**config.mk**
```make
export PLATFORM = sky130hd
export DESIGN_NAME = press_response_mode_detector
export DESIGN_NICKNAME = d
export VERILOG_FILES = /design/src/design/prmd_pkg.sv /design/src/design/press_response_mode_detector.sv
export SDC_FILE = /design/constraint.sdc
export NUM_CORES = 1
export LEC_CHECK = 0
export BUFFER_PORTS_ARGS = -buffer_cell sky130_fd_sc_hd__buf_2
export CAP_MARGIN = 20
export CORE_ASPECT_RATIO = 1.2
export CORE_MARGIN = 4
export CORE_UTILIZATION = 45
export CTS_CLUSTER_SIZE = 20
export DETAILED_ROUTE_END_ITERATION = 10
export GPL_TIMING_DRIVEN = 0
export RECOVER_POWER = 100
export SLEW_MARGIN = 0
export SYNTH_ARGS = -nofsm -noshare
export SYNTH_HDL_FRONTEND = slang
export SYNTH_SLANG_ARGS = --single-unit
```
**constraint.sdc**
```tcl
create_clock -name clk -period 8.7 [get_ports clk]
set_input_delay 0.87 -clock clk [delete_from_list [all_inputs] [get_ports clk]]
set_output_delay 0.87 -clock clk [all_outputs]
set_load 0.01 [all_outputs]
```
**src/design/prmd_pkg.sv**
```systemverilog
`timescale 1ns / 1ps
// ----------------------------------------------------------------------------
// prmd_pkg
// types and constants for the press response mode detector
// ----------------------------------------------------------------------------
package prmd_pkg;

	localparam int COORD_BITS = 8;
	localparam int RESP_BITS  = 8;
	localparam int HOLD_BITS  = 10;
	localparam int CNT_BITS   = 8;
	localparam int CFG_BITS   = 10;
	localparam int CFG_IDX_BITS = 2;

	localparam logic [CFG_IDX_BITS-1:0] REG_RESPONSE_FRAMES   = 2'd0;
	localparam logic [CFG_IDX_BITS-1:0] REG_HOLDOUT_FRAMES    = 2'd1;
	localparam logic [CFG_IDX_BITS-1:0] REG_CONFIRM_THRESHOLD = 2'd2;

	localparam logic [RESP_BITS-1:0] RESPONSE_FRAMES_RST   = 8'd8;
	localparam logic [HOLD_BITS-1:0] HOLDOUT_FRAMES_RST    = 10'd120;
	localparam logic [CNT_BITS-1:0]  CONFIRM_THRESHOLD_RST = 8'd2;
	localparam logic [CNT_BITS-1:0]  CNT_MAX               = 8'd255;

	typedef enum logic [1:0] {
		DIR_RIGHT = 2'd0,
		DIR_LEFT  = 2'd1,
		DIR_DOWN  = 2'd2,
		DIR_UP    = 2'd3
	} dir_t;

	typedef struct packed {
		logic [3:0]            dpad_keys;
		logic                  cursor_found;
		logic [COORD_BITS-1:0] cursor_x;
		logic [COORD_BITS-1:0] cursor_y;
	} in_word_t;

	typedef struct packed {
		logic [CNT_BITS-1:0]  confirm_count;
		logic [HOLD_BITS-1:0] holdout_left;
		logic                 window_open;
		logic                 confirmed_now;
	} out_word_t;

endpackage

```
**src/design/press_response_mode_detector.sv**
```systemverilog
`timescale 1ns / 1ps
// ----------------------------------------------------------------------------
// press_response_mode_detector
// counts cursor moves that answer fresh direction presses, with holdout
// ----------------------------------------------------------------------------
// channel   dir  handshake               payload
// in        in   in_valid / in_ready     in_data  (in_word_t)
// out       out  out_valid / out_ready   out_data (out_word_t)
// cfg       in   cfg_we                  cfg_index, cfg_data
//
// one word per cycle sustained while out_ready stays high; a word goes to out_data
// through the input register at accept, then the result register with the state update
// arst_n clears control state, counters and config registers to their reset values
// a stalled output holds its word; the input register still takes one more
// ----------------------------------------------------------------------------
module press_response_mode_detector
	import prmd_pkg::*;
(
	input  logic                    clk,
	input  logic                    arst_n,
	input  logic                    in_valid,
	output logic                    in_ready,
	input  in_word_t                in_data,
	output logic                    out_valid,
	input  logic                    out_ready,
	output out_word_t               out_data,
	input  logic                    cfg_we,
	input  logic [CFG_IDX_BITS-1:0] cfg_index,
	input  logic [CFG_BITS-1:0]     cfg_data
);

	logic [RESP_BITS-1:0]  response_frames_q;
	logic [HOLD_BITS-1:0]  holdout_frames_q;
	logic [CNT_BITS-1:0]   confirm_threshold_q;

	logic                  valid_s1;
	in_word_t              word_s1;
	logic                  out_valid_q;
	out_word_t             out_word_q;

	logic [3:0]            prev_dpad_q;
	logic                  have_prev_q;
	logic [COORD_BITS-1:0] prev_x_q;
	logic [COORD_BITS-1:0] prev_y_q;
	dir_t                  pending_dir_q;
	logic [RESP_BITS-1:0]  window_q;
	logic [CNT_BITS-1:0]   confirm_q;
	logic [HOLD_BITS-1:0]  holdout_q;

	logic                  advance;
	logic [3:0]            newly;
	dir_t                  dir_n;
	logic [RESP_BITS-1:0]  window_a;
	logic [RESP_BITS-1:0]  window_n;
	logic                  match;
	logic                  confirmed;
	logic [CNT_BITS-1:0]   confirm_a;
	logic [CNT_BITS-1:0]   confirm_n;
	logic [HOLD_BITS-1:0]  holdout_a;
	logic [HOLD_BITS-1:0]  holdout_n;

	assign advance   = valid_s1 && (!out_valid_q || out_ready);
	assign in_ready  = !valid_s1 || advance;
	assign out_valid = out_valid_q;
	assign out_data  = out_word_q;

	// config registers
	always_ff @(posedge clk or negedge arst_n) begin
		if (!arst_n) begin
			response_frames_q   <= RESPONSE_FRAMES_RST;
			holdout_frames_q    <= HOLDOUT_FRAMES_RST;
			confirm_threshold_q <= CONFIRM_THRESHOLD_RST;
		end else if (cfg_we) begin
			case (cfg_index)
				REG_RESPONSE_FRAMES:   response_frames_q   <= cfg_data[RESP_BITS-1:0];
				REG_HOLDOUT_FRAMES:    holdout_frames_q    <= cfg_data[HOLD_BITS-1:0];
				REG_CONFIRM_THRESHOLD: confirm_threshold_q <= cfg_data[CNT_BITS-1:0];
				default: ;
			endcase
		end
	end

	// next-state logic for the word in the input register
	always_comb begin
		newly     = word_s1.dpad_keys & ~prev_dpad_q;
		dir_n     = pending_dir_q;
		window_a  = window_q;
		if (newly != 4'd0) begin
			if (newly[0]) begin
				dir_n = DIR_RIGHT;
			end else if (newly[1]) begin
				dir_n = DIR_LEFT;
			end else if (newly[2]) begin
				dir_n = DIR_DOWN;
			end else begin
				dir_n = DIR_UP;
			end
			window_a = response_frames_q;
		end

		case (dir_n)
			DIR_RIGHT: match = word_s1.cursor_x > prev_x_q;
			DIR_LEFT:  match = word_s1.cursor_x < prev_x_q;
			DIR_DOWN:  match = word_s1.cursor_y > prev_y_q;
			default:   match = word_s1.cursor_y < prev_y_q;
		endcase

		confirmed = (window_a != '0) && word_s1.cursor_found && have_prev_q && match;
		window_n  = window_a;
		confirm_a = confirm_q;
		holdout_a = holdout_q;
		if (window_a != '0) begin
			window_n = window_a - 1'b1;
		end
		if (confirmed) begin
			window_n  = '0;
			holdout_a = holdout_frames_q;
			if (confirm_q != CNT_MAX) begin
				confirm_a = confirm_q + 1'b1;
			end
		end

		// holdout countdown once threshold is reached; the count clears when it expires
		confirm_n = confirm_a;
		holdout_n = holdout_a;
		if ((holdout_a != '0) && (confirm_a >= confirm_threshold_q)) begin
			holdout_n = holdout_a - 1'b1;
			if (holdout_n == '0) begin
				confirm_n = '0;
			end
		end
	end

	// input register
	always_ff @(posedge clk or negedge arst_n) begin
		if (!arst_n) begin
			valid_s1 <= 1'b0;
		end else if (in_ready) begin
			valid_s1 <= in_valid;
		end
	end

	always_ff @(posedge clk) begin
		if (in_ready && in_valid) begin
			word_s1 <= in_data;
		end
	end

	// detector state
	always_ff @(posedge clk or negedge arst_n) begin
		if (!arst_n) begin
			prev_dpad_q   <= '0;
			have_prev_q   <= 1'b0;
			prev_x_q      <= '0;
			prev_y_q      <= '0;
			pending_dir_q <= DIR_RIGHT;
			window_q      <= '0;
			confirm_q     <= '0;
			holdout_q     <= '0;
		end else if (advance) begin
			prev_dpad_q   <= word_s1.dpad_keys;
			pending_dir_q <= dir_n;
			window_q      <= window_n;
			confirm_q     <= confirm_n;
			holdout_q     <= holdout_n;
			if (word_s1.cursor_found) begin
				have_prev_q <= 1'b1;
				prev_x_q    <= word_s1.cursor_x;
				prev_y_q    <= word_s1.cursor_y;
			end
		end
	end

	// result register
	always_ff @(posedge clk or negedge arst_n) begin
		if (!arst_n) begin
			out_valid_q <= 1'b0;
		end else if (advance) begin
			out_valid_q <= 1'b1;
		end else if (out_ready) begin
			out_valid_q <= 1'b0;
		end
	end

	always_ff @(posedge clk) begin
		if (advance) begin
			out_word_q.confirm_count <= confirm_n;
			out_word_q.holdout_left  <= holdout_n;
			out_word_q.window_open   <= window_n != '0;
			out_word_q.confirmed_now <= confirmed;
		end
	end

	a_confirm_closes_window: assert property (@(posedge clk) disable iff (!arst_n)
		out_valid_q |-> !(out_word_q.confirmed_now && out_word_q.window_open))
		else $error("window still open after a confirmation");

	a_confirm_reloads_holdout: assert property (@(posedge clk) disable iff (!arst_n)
		(out_valid_q && out_word_q.confirmed_now) |->
			(out_word_q.holdout_left == holdout_frames_q ||
			 out_word_q.holdout_left == holdout_frames_q - 1'b1))
		else $error("holdout not reloaded on confirmation");

	a_ready_when_empty: assert property (@(posedge clk) disable iff (!arst_n)
		!out_valid_q |-> in_ready)
		else $error("input stalled with an empty result register");

endmodule

```
# After elaboration in Yosys (flattened, before gate mapping)
# Cells that the tools add are included.
# op_classes
add_sub_neg	3
n_lt_le_gt_ge	5
eq_ne	5
muxes	16
bitwise_logic	2
n_reduce_logical	22
# op_table
cell	n
8-bit 2-to-1 mux	7
10-bit 2-to-1 mux	2
8-bit > comparator	2
8-bit less-than comparator	2
8-bit nonzero test	2
10-bit logical NOT	1
10-bit nonzero test	1
10-bit by 1-bit subtractor with 10-bit output, second input constant	1
8-bit by 1-bit adder with 8-bit output, second input constant	1
8-bit greater-or-equal comparator	1
8-bit inequality test, second input constant	1
2-bit AND reduction	4
8-bit by 1-bit subtractor with 8-bit output, second input constant	1
1-bit logical AND	6
2-bit 2-to-1 mux	3
4-bit bitwise AND	1
2-bit by 1-bit == test with 1-bit output, second input constant	2
2-bit == test, second input constant	2
2-bit logical NOT	2
4-bit NOT	1
4-bit nonzero test	1
1-bit 2-to-1 mux	3
1-bit case mux with 3 select lines	1
1-bit logical NOT	2
2 further kinds	3
# word_totals
reg_bits	118
inputBits	38
output_inout_bits	22
wordCells	74

# Longest topological paths before layout
# Gate-level depths: netlist (run 1).
# logic_depth
depth_word	14
depth_mapped	26
mapped_depth_nobuf	23

# Worst setup path after synthesis (run 1)
# OpenSTA, ideal clock, no wires.
# synth_path
kind	register to register
from	register word_s1[17] (netlist bit)
to	register confirm_q[6]
setup_time_ns	0.125
arrival_time_ns	5.968
required_time_ns	8.575
slack_ns	2.606
stages_incl_launch_ff	25
path_buffers	4
synth_period_minus_slack_ns	6.094
path_cell_list	edfxtp_1 > nor2b_1 > nor4_4 > clkbuf_1 > clkbuf_1 > mux2i_1 > ha_1 > nor3b_2 > nand3_1 > mux2i_1 > nor2_2 > o211a_1 > nor2_1 > buf_4 > buf_2 > mux2i_1 > ha_1 > inv_1 > or2_2 > xor2_1 > nand4_1 > mux2_2 > a2111oi_4 > nor2b_1 > mux2_2
# synth_between
elab_chain_len	12
word_cells_on_any_way	22
classes_between	1 x add/sub; 1 x order compare; 2 x eq/ne; 8 x mux; 1 x bitwise; 9 x reduce/logical
# synth_rtl
item	line_no	source
start, declared	press_response_mode_detector.sv:37	in_word_t word_s1;
start signal, assigned	press_response_mode_detector.sv:145	word_s1 <= in_data;
4-bit bitwise AND (*)	press_response_mode_detector.sv:85	newly = word_s1.dpad_keys & ~prev_dpad_q;
4-bit nonzero test	press_response_mode_detector.sv:88	if (newly != 4'd0) begin
8-bit 2-to-1 mux	press_response_mode_detector.sv:88	
8-bit nonzero test	press_response_mode_detector.sv:108	confirmed = (window_a != '0) && word_s1.cursor_found && have_prev_q && match;
1-bit logical AND (2 in series)	press_response_mode_detector.sv:108	
1-bit logical AND (*)	press_response_mode_detector.sv:108	
10-bit 2-to-1 mux	press_response_mode_detector.sv:115	if (confirmed) begin
10-bit by 1-bit subtractor with 10-bit output	press_response_mode_detector.sv:127	holdout_n = holdout_a - 1'b1;
10-bit logical NOT	press_response_mode_detector.sv:128	if (holdout_n == '0) begin
8-bit 2-to-1 mux	press_response_mode_detector.sv:128	
8-bit 2-to-1 mux (*)	press_response_mode_detector.sv:126	if ((holdout_a != '0) && (confirm_a >= confirm_threshold_q)) begin
via confirm_n[6]	press_response_mode_detector.sv:58	logic [CNT_BITS-1:0] confirm_n;
end signal, assigned	press_response_mode_detector.sv:164	confirm_q <= confirm_n;
end, declared	press_response_mode_detector.sv:47	logic [CNT_BITS-1:0] confirm_q;
# Mark *: on every way through the listed nets, which the timed path passes. The rest lies on a longest branch.
# A chain may end at the register's enable or synchronous reset.

# Worst setup path after layout (run 1)
# layout_path
from	register word_s1[17] (netlist bit)
to	register confirm_q[5]
# Same word-level chain as after synthesis.

==> impl_metrics.tcl, run 1 <==
set metrics [dict create \
    status "finished with violations" \
    violations "capacitance limit, slew limit" \
    layout_min_cycle_time_ps 7830 \
    vias 4740 \
    n_antenna_cell 0 \
    grt.total_usage_pct 19.4 \
    finalHoldViolCount 0 \
    drt_iter0_markers 263 \
    hp-class "register to register" \
    relSlewSlack_pct -49.5 \
    hold_ws_ps 469 \
    max_freq_mhz 128 \
    synth_common_cells "dfrtp_1, mux2_2, nand2_1" \
    nets 718 \
    path_class "register to register" \
    crit_required_ps 8990 \
    synth_ff_type "dfrtp_1" \
    drt_wl_total_um 14600 \
    gr-total-overflow 0 \
    synth_top_cell_by_area "dfrtp_1" \
    n_fill_cell 1225 \
    areaGrowthSynthToFinish_pct 16.0 \
    worstMarginPinSlew_ps 2240 \
    grt_max_degree 40 \
    start_kind "register" \
    initial_core_util_pct 46.3 \
    syn_inst 571 \
    syn_nets 638 \
    grt_pass1_vias 4931 \
    cts_buffer_depth 2 \
    drv_slew 110 \
    clockRootBuffer "clkbuf_16" \
    synth_most_common_cell "dfrtp_1" \
    die_h_um 139 \
    crit_start "word_s1[17]" \
    vdd_drop_max_v 0.000152 \
    die_area_um2 16300 \
    p_leak_nw 3.07 \
    end_kind "register" \
    postSynthAreaPerCell_um2 11.2 \
    async_flop_share_pct 65.3 \
    clk_latency_ps 420 \
    clock_skew_ps 8.84 \
    hp-start "word_s1[20]" \
    dr.pass1.iters 6 \
    core_um2 13900 \
    ios 60 \
    r2r-start "word_s1[17]" \
    numCtsBuffers 17 \
    finalSetupTns_ps 0 \
    drive_gt1_share_pct 21.5 \
    synth_top_cells_by_area "dfrtp_1, edfxtp_1, mux2_2" \
    power_density_nw_per_um2 287 \
    cts_hold_buf 0 \
    yosysUniqueCellTypes 73 \
    netlist_area_um2 6420 \
    routedWlPerCell_um 17.5 \
    cts_tree "built" \
    cp_max_fo 10 \
    setup_viol 0 \
    postLayoutCellArea_um2 7450 \
    rsz0062_at_grt "false" \
    fin_cells 835 \
    cp_data_arrival_time_ps 8120 \
    h-tree-depth 4 \
    maxCapViolCount 3 \
    clkSinkCount 118 \
    synth-edff-count 41 \
    cts-resized-gates 0 \
    seq_area_frac_synth_pct 49.3 \
    placementRows 47 \
    place_area_um2 6960 \
    dp.cells 802 \
    postCtsSetupRepairBufs 0 \
    drc 0 \
    grt_pass1_wl_um 24500 \
    synth_top_area_share_pct 27.7 \
    antenna_found_initial 0 \
    clk_pin_slew_ps 60 \
    place.gp.congestion 0.931 \
    die_w_um 117 \
    yosysWarnings 0 \
    finalCritPeriodShare_pct 89.9 \
    ys_ff_latch 118 \
    dp_hpwl_um 10800 \
    vias_per_cell 5.68 \
    port_buffers 59 \
    ant_nets 0 \
]
[logic make-up after synthesis]
family	Yosys count	share of synthesized area, %
simple gates	175	14.9
xor+xnor	25	3.41
compound gates	106	11.3
buf+inv	46	3.00
flops	118	49.3
fa+ha+maj	29	5.65
mux	72	12.4
[path summary, 6_finish.rpt]
kind	slack [ps]	end	cells past startpoint
worst max-delay path	870	confirm_q[5]	26
worst min-delay path	470	prev_dpad_q[3]	2
worst max register to register	870	confirm_q[5]	26
worst min register to register	470	prev_dpad_q[3]	2
max in group asynchronous	4640	prev_y_q[6]	2
min in group asynchronous	1090	holdout_q[0]	1
[worst max-delay path, cell delays in order (launching register included)]
cell and delay (ps):
edfxtp_1 410, nor2b_1 190, nor4_4 570, clkbuf_1 420, clkbuf_1 500, mux2i_1 360
ha_1 350, nor3b_1 450, nand3_1 180, mux2i_1 400, nor2_2 90, o211a_1 170
o21ai_0 630, and2_0 260, nor2_1 90, ha_1 270, nand2b_1 110, a21o_1 130
a21o_1 120, a211oi_1 60, o21ai_0 530, and4_1 310, and3b_1 180, buf_6 130
nand2_1 170, o31a_1 350, mux2_2 260
[final cells by class]
cell class,count,area (um2),share of cell area (%)
Tap cell,171,214,2.87
Clock inverter,13,97.6,1.31
Clock buffer,19,454,6.10
Buffer,17,83.8,1.13
Multi-Input combinational cell,407,3060,41.0
Timing Repair Buffer,61,270,3.63
Sequential cell,118,3170,42.5
Inverter,29,109,1.46
[routing by layer]
layer / vias up / part of all wire, % / track usage [%]
li1: 2265 / - / -
met1: 2327 / 42 / 23.8
met2: 120 / 51 / 32.5
met3: 28 / 4.1 / 4.23
met4: 0 / 2.8 / 8.09
met5: - / 0 / 0
[stage by stage]
step                util, %  total power [mW]  setup slack (ps)
global route           53.7              2.28               370
CTS                    54.1              2.16              1230
floorplan                 -              1.32              2610
global placement       50.0              1.49              1290
detailed placement     50.1              1.51              1240
finish                 53.7              2.14               875
[where the power goes]
group	internal, mW	switching [mW]	total, mW
sequential	0.722	0.115	0.837
combinational	0.302	0.358	0.661
clock	0.382	0.261	0.643
total	1.41	0.734	2.14
[layout by cell type, fill, tap and decap left out, drive strengths merged, types with 4 or more instances in the layout]
cell	instances
o211ai	6
o22a	4
nor4	7
or2	4
buf	37
a21oi	26
o21ai	23
mux2i	15
ha	29
nor2	36
clkinv	8
o31a	8
or3	6
nor2b	9
nand2b	11
o31ai	4
nand3	8
a22o	7
edfxtp	41
a21o	4
and2	7
xor2	11
nor3	9
inv	32
xnor2	14
dfstp	6
nand3b	5
nand4	10
mux2	57
clkbuf	60
nand2	46
dfrtp	71
[sequential cells by signal (all words and copies together) (netlist names), 2 cells and up]
signal,flops
pending_dir_q,2
confirm_q,8
holdout_q,10
confirm_threshold_q,8
prev_x_q,8
prev_dpad_q,4
word_s1,21
window_q,8
out_data,20
response_frames_q,8
holdout_frames_q,10
prev_y_q,8
(Power assumes the default switching activity.)
==> run 2, diff against run 1 <==
Settings changed: CORE_UTILIZATION 45 to 30.
==> impl_metrics.tcl, run 2 (synthesized netlist as in run 1, its figures left out) <==
set metrics [dict create \
    path_class "register to register" \
    initial_core_util_pct 30.5 \
    layout_min_cycle_time_ps 7720 \
    end_kind "register" \
    layout_setup_ws_ps 985 \
    crit_required_ps 8990 \
    r2r_setup_slack_ps 980 \
    grt_max_degree 41 \
    worstSetupEndpoint "confirm_q[5]" \
    cp_data_arrival_time_ps 8010 \
    areaGrowthSynthToFinish_pct 17.8 \
    final_common_cell "dfrtp_1" \
    p_leak_nw 3.07 \
    status "finished with violations" \
    cts_hold_buf 0 \
    worstMarginPinSlew_ps 2220 \
    preCtsSetupSlack_ps 1310 \
    drc 0 \
    r2r-start "word_s1[18]" \
    largest_register_ffs 21 \
    placementRows 58 \
    power_density_nw_per_um2 283 \
    clock_skew_ps 12.7 \
    hold_depth 2 \
    setup_viol 0 \
    final_core_util_pct 36.0 \
    reg2reg_to "confirm_q[5]" \
    crit_start "word_s1[18]" \
    ios 60 \
    n_antenna_cell 0 \
    cpPeakStageDelay_ps 600 \
    relSlewSlack_pct -48.3 \
    grt_pass1_vias 4683 \
    postCtsSetupRepairBufs 0 \
    r2r_cells 26 \
    cts_tree "built" \
    max_freq_mhz 130 \
    antenna_found_initial 0 \
    rsz0062_at_grt "false" \
    place.gp.congestion 0.933 \
    numCtsBuffers 17 \
    cts-resized-gates 0 \
    switchingPower_mw 0.714 \
    core_um2 21000 \
    clk_latency_ps 420 \
    die_w_um 142 \
    drt_iter0_markers 263 \
    clockRootBuffer "clkbuf_16" \
    vias_per_cell 4.95 \
    finalCritPeriodShare_pct 88.7 \
    p_seq_share_pct 39.1 \
    grt_pass1_wl_um 24400 \
    dr.pass1.iters 6 \
    ant_nets 0 \
    drv_slew 110 \
    die_area_um2 23800 \
    drt_wl_total_um 14800 \
    dp_hpwl_um 10900 \
    violations "capacitance limit, slew limit" \
    vdd_drop_max_v 0.000146 \
    netSwitchingFraction_pct 33.4 \
    multiInputGateArea_um2 3060 \
    nets 718 \
    cts_buffer_depth 2 \
    port_buffers 59 \
    cp_max_fo 10 \
    clkSinkCount 118 \
    internal_power_mw 1.43 \
    crit_cells 26 \
    clk_pin_slew_ps 50 \
    vias 4626 \
    routedWlPerCell_um 15.8 \
    regMostFlops "word_s1" \
    critPathSlowestCell "o21ai_0" \
    hp-class "register to register" \
    final_cell_mix "dfrtp_1, mux2_2, nand2_1, clkbuf_1, edfxtp_1" \
    pwr-share-comb_pct 30.6 \
    die_h_um 168 \
    gr-total-overflow 0 \
    n_fill_cell 2111 \
    finalSetupTns_ps 0 \
    maxCapViolCount 3 \
    cp_num_buf_inv 3 \
    critical-path-top-delay-family "simple AND/OR/NAND/NOR gates" \
    p_clk_share_pct 30.4 \
    grt.total_usage_pct 13.0 \
    h-tree-depth 4 \
    drive_gt1_share_pct 20.8 \
    ff_latch_area_um2 3170 \
    start_kind "register" \
    finalHoldViolCount 0 \
]
-- run 2: cell types whose count changed in the layout (fill, tap and decap cells not counted) --
cell        previous run  this run
clkbuf_1              42        45
clkinvlp_4             2         1
inv_6                  2         0
clkbuf_16             18        17
clkbuf_8               0         2
clkinv_2               3         4
buf_2                 34        33
inv_4                  1         0
clkinv_1               0         2
bufinv_16              0         1
clkinv_4               5         2
-- run 2: area by class of cell --
class                      count  share of cell area (%)
timing repair buffer          61                    3.55
sequential                   118                    41.8
inverter                      29                    1.44
clock inverter                10                    1.09
multi-input combinational    407                    40.4
tap                          270                    4.46
clock buffer                  22                    6.13
buffer                        17                    1.11
-- run 2: worst register-to-register path, cell delays in order (launching register included) --
cell and delay [ps]:
edfxtp_1 410, nor2b_1 200, nor4_4 530, clkbuf_1 430
clkbuf_1 490, mux2i_1 370, ha_1 340, nor3b_1 450
nand3_1 200, mux2i_1 390, nor2_2 90, o211a_1 190
o21ai_0 610, and2_0 250, nor2_1 80, ha_1 270
nand2b_1 120, a21o_1 120, a21o_1 110, a211oi_1 70
o21ai_0 500, and4_1 300, and3b_1 180, buf_6 130
nand2_1 170, o31a_1 360, mux2_2 260
-- run 2: how the worst min path moves through the flow --
stage	from	end	slack (ps)
floorplan	word_s1[19]	prev_dpad_q[2]	430
global placement	word_s1[20]	prev_dpad_q[3]	450
detailed placement	prev_dpad_q[3]	prev_dpad_q[3]	460
CTS	arst_n	holdout_q[9]	440
global route	pending_dir_q[1]	pending_dir_q[1]	510
finish	word_s1[19]	prev_dpad_q[2]	470
-- run 2: routing by layer --
metal	GRT usage, %	wire length (um)	up-vias
li1	-	-	2254
met1	15.6	6300	2206
met3	3.49	772	28
met4	5.30	392	0
met2	22.0	7300	138
met5	0	0	-
-- run 2: power by group through the flow --
stage | Clock (mW) | Sequential (mW) | Combinational [mW]
final | 0.650 | 0.837 | 0.654
after global routing | 0.698 | 0.855 | 0.734
after CTS | 0.669 | 0.836 | 0.669
after detailed placement | 0 | 0.844 | 0.663
after global placement | 0 | 0.840 | 0.655
after floorplan | 0 | 0.821 | 0.495
-- run 2: metrics by stage --
step / hold slack [ps] / cell area, um2 / power [mW] / instances
floorplan: 432 / 6420 / 1.32 / 571
global placement: 453 / 7060 / 1.50 / 900
detailed placement: 463 / 7090 / 1.51 / 901
CTS: 436 / 7630 / 2.17 / 933
global route: 508 / 7570 / 2.29 / 934
finish: 471 / 7570 / 2.14 / 934
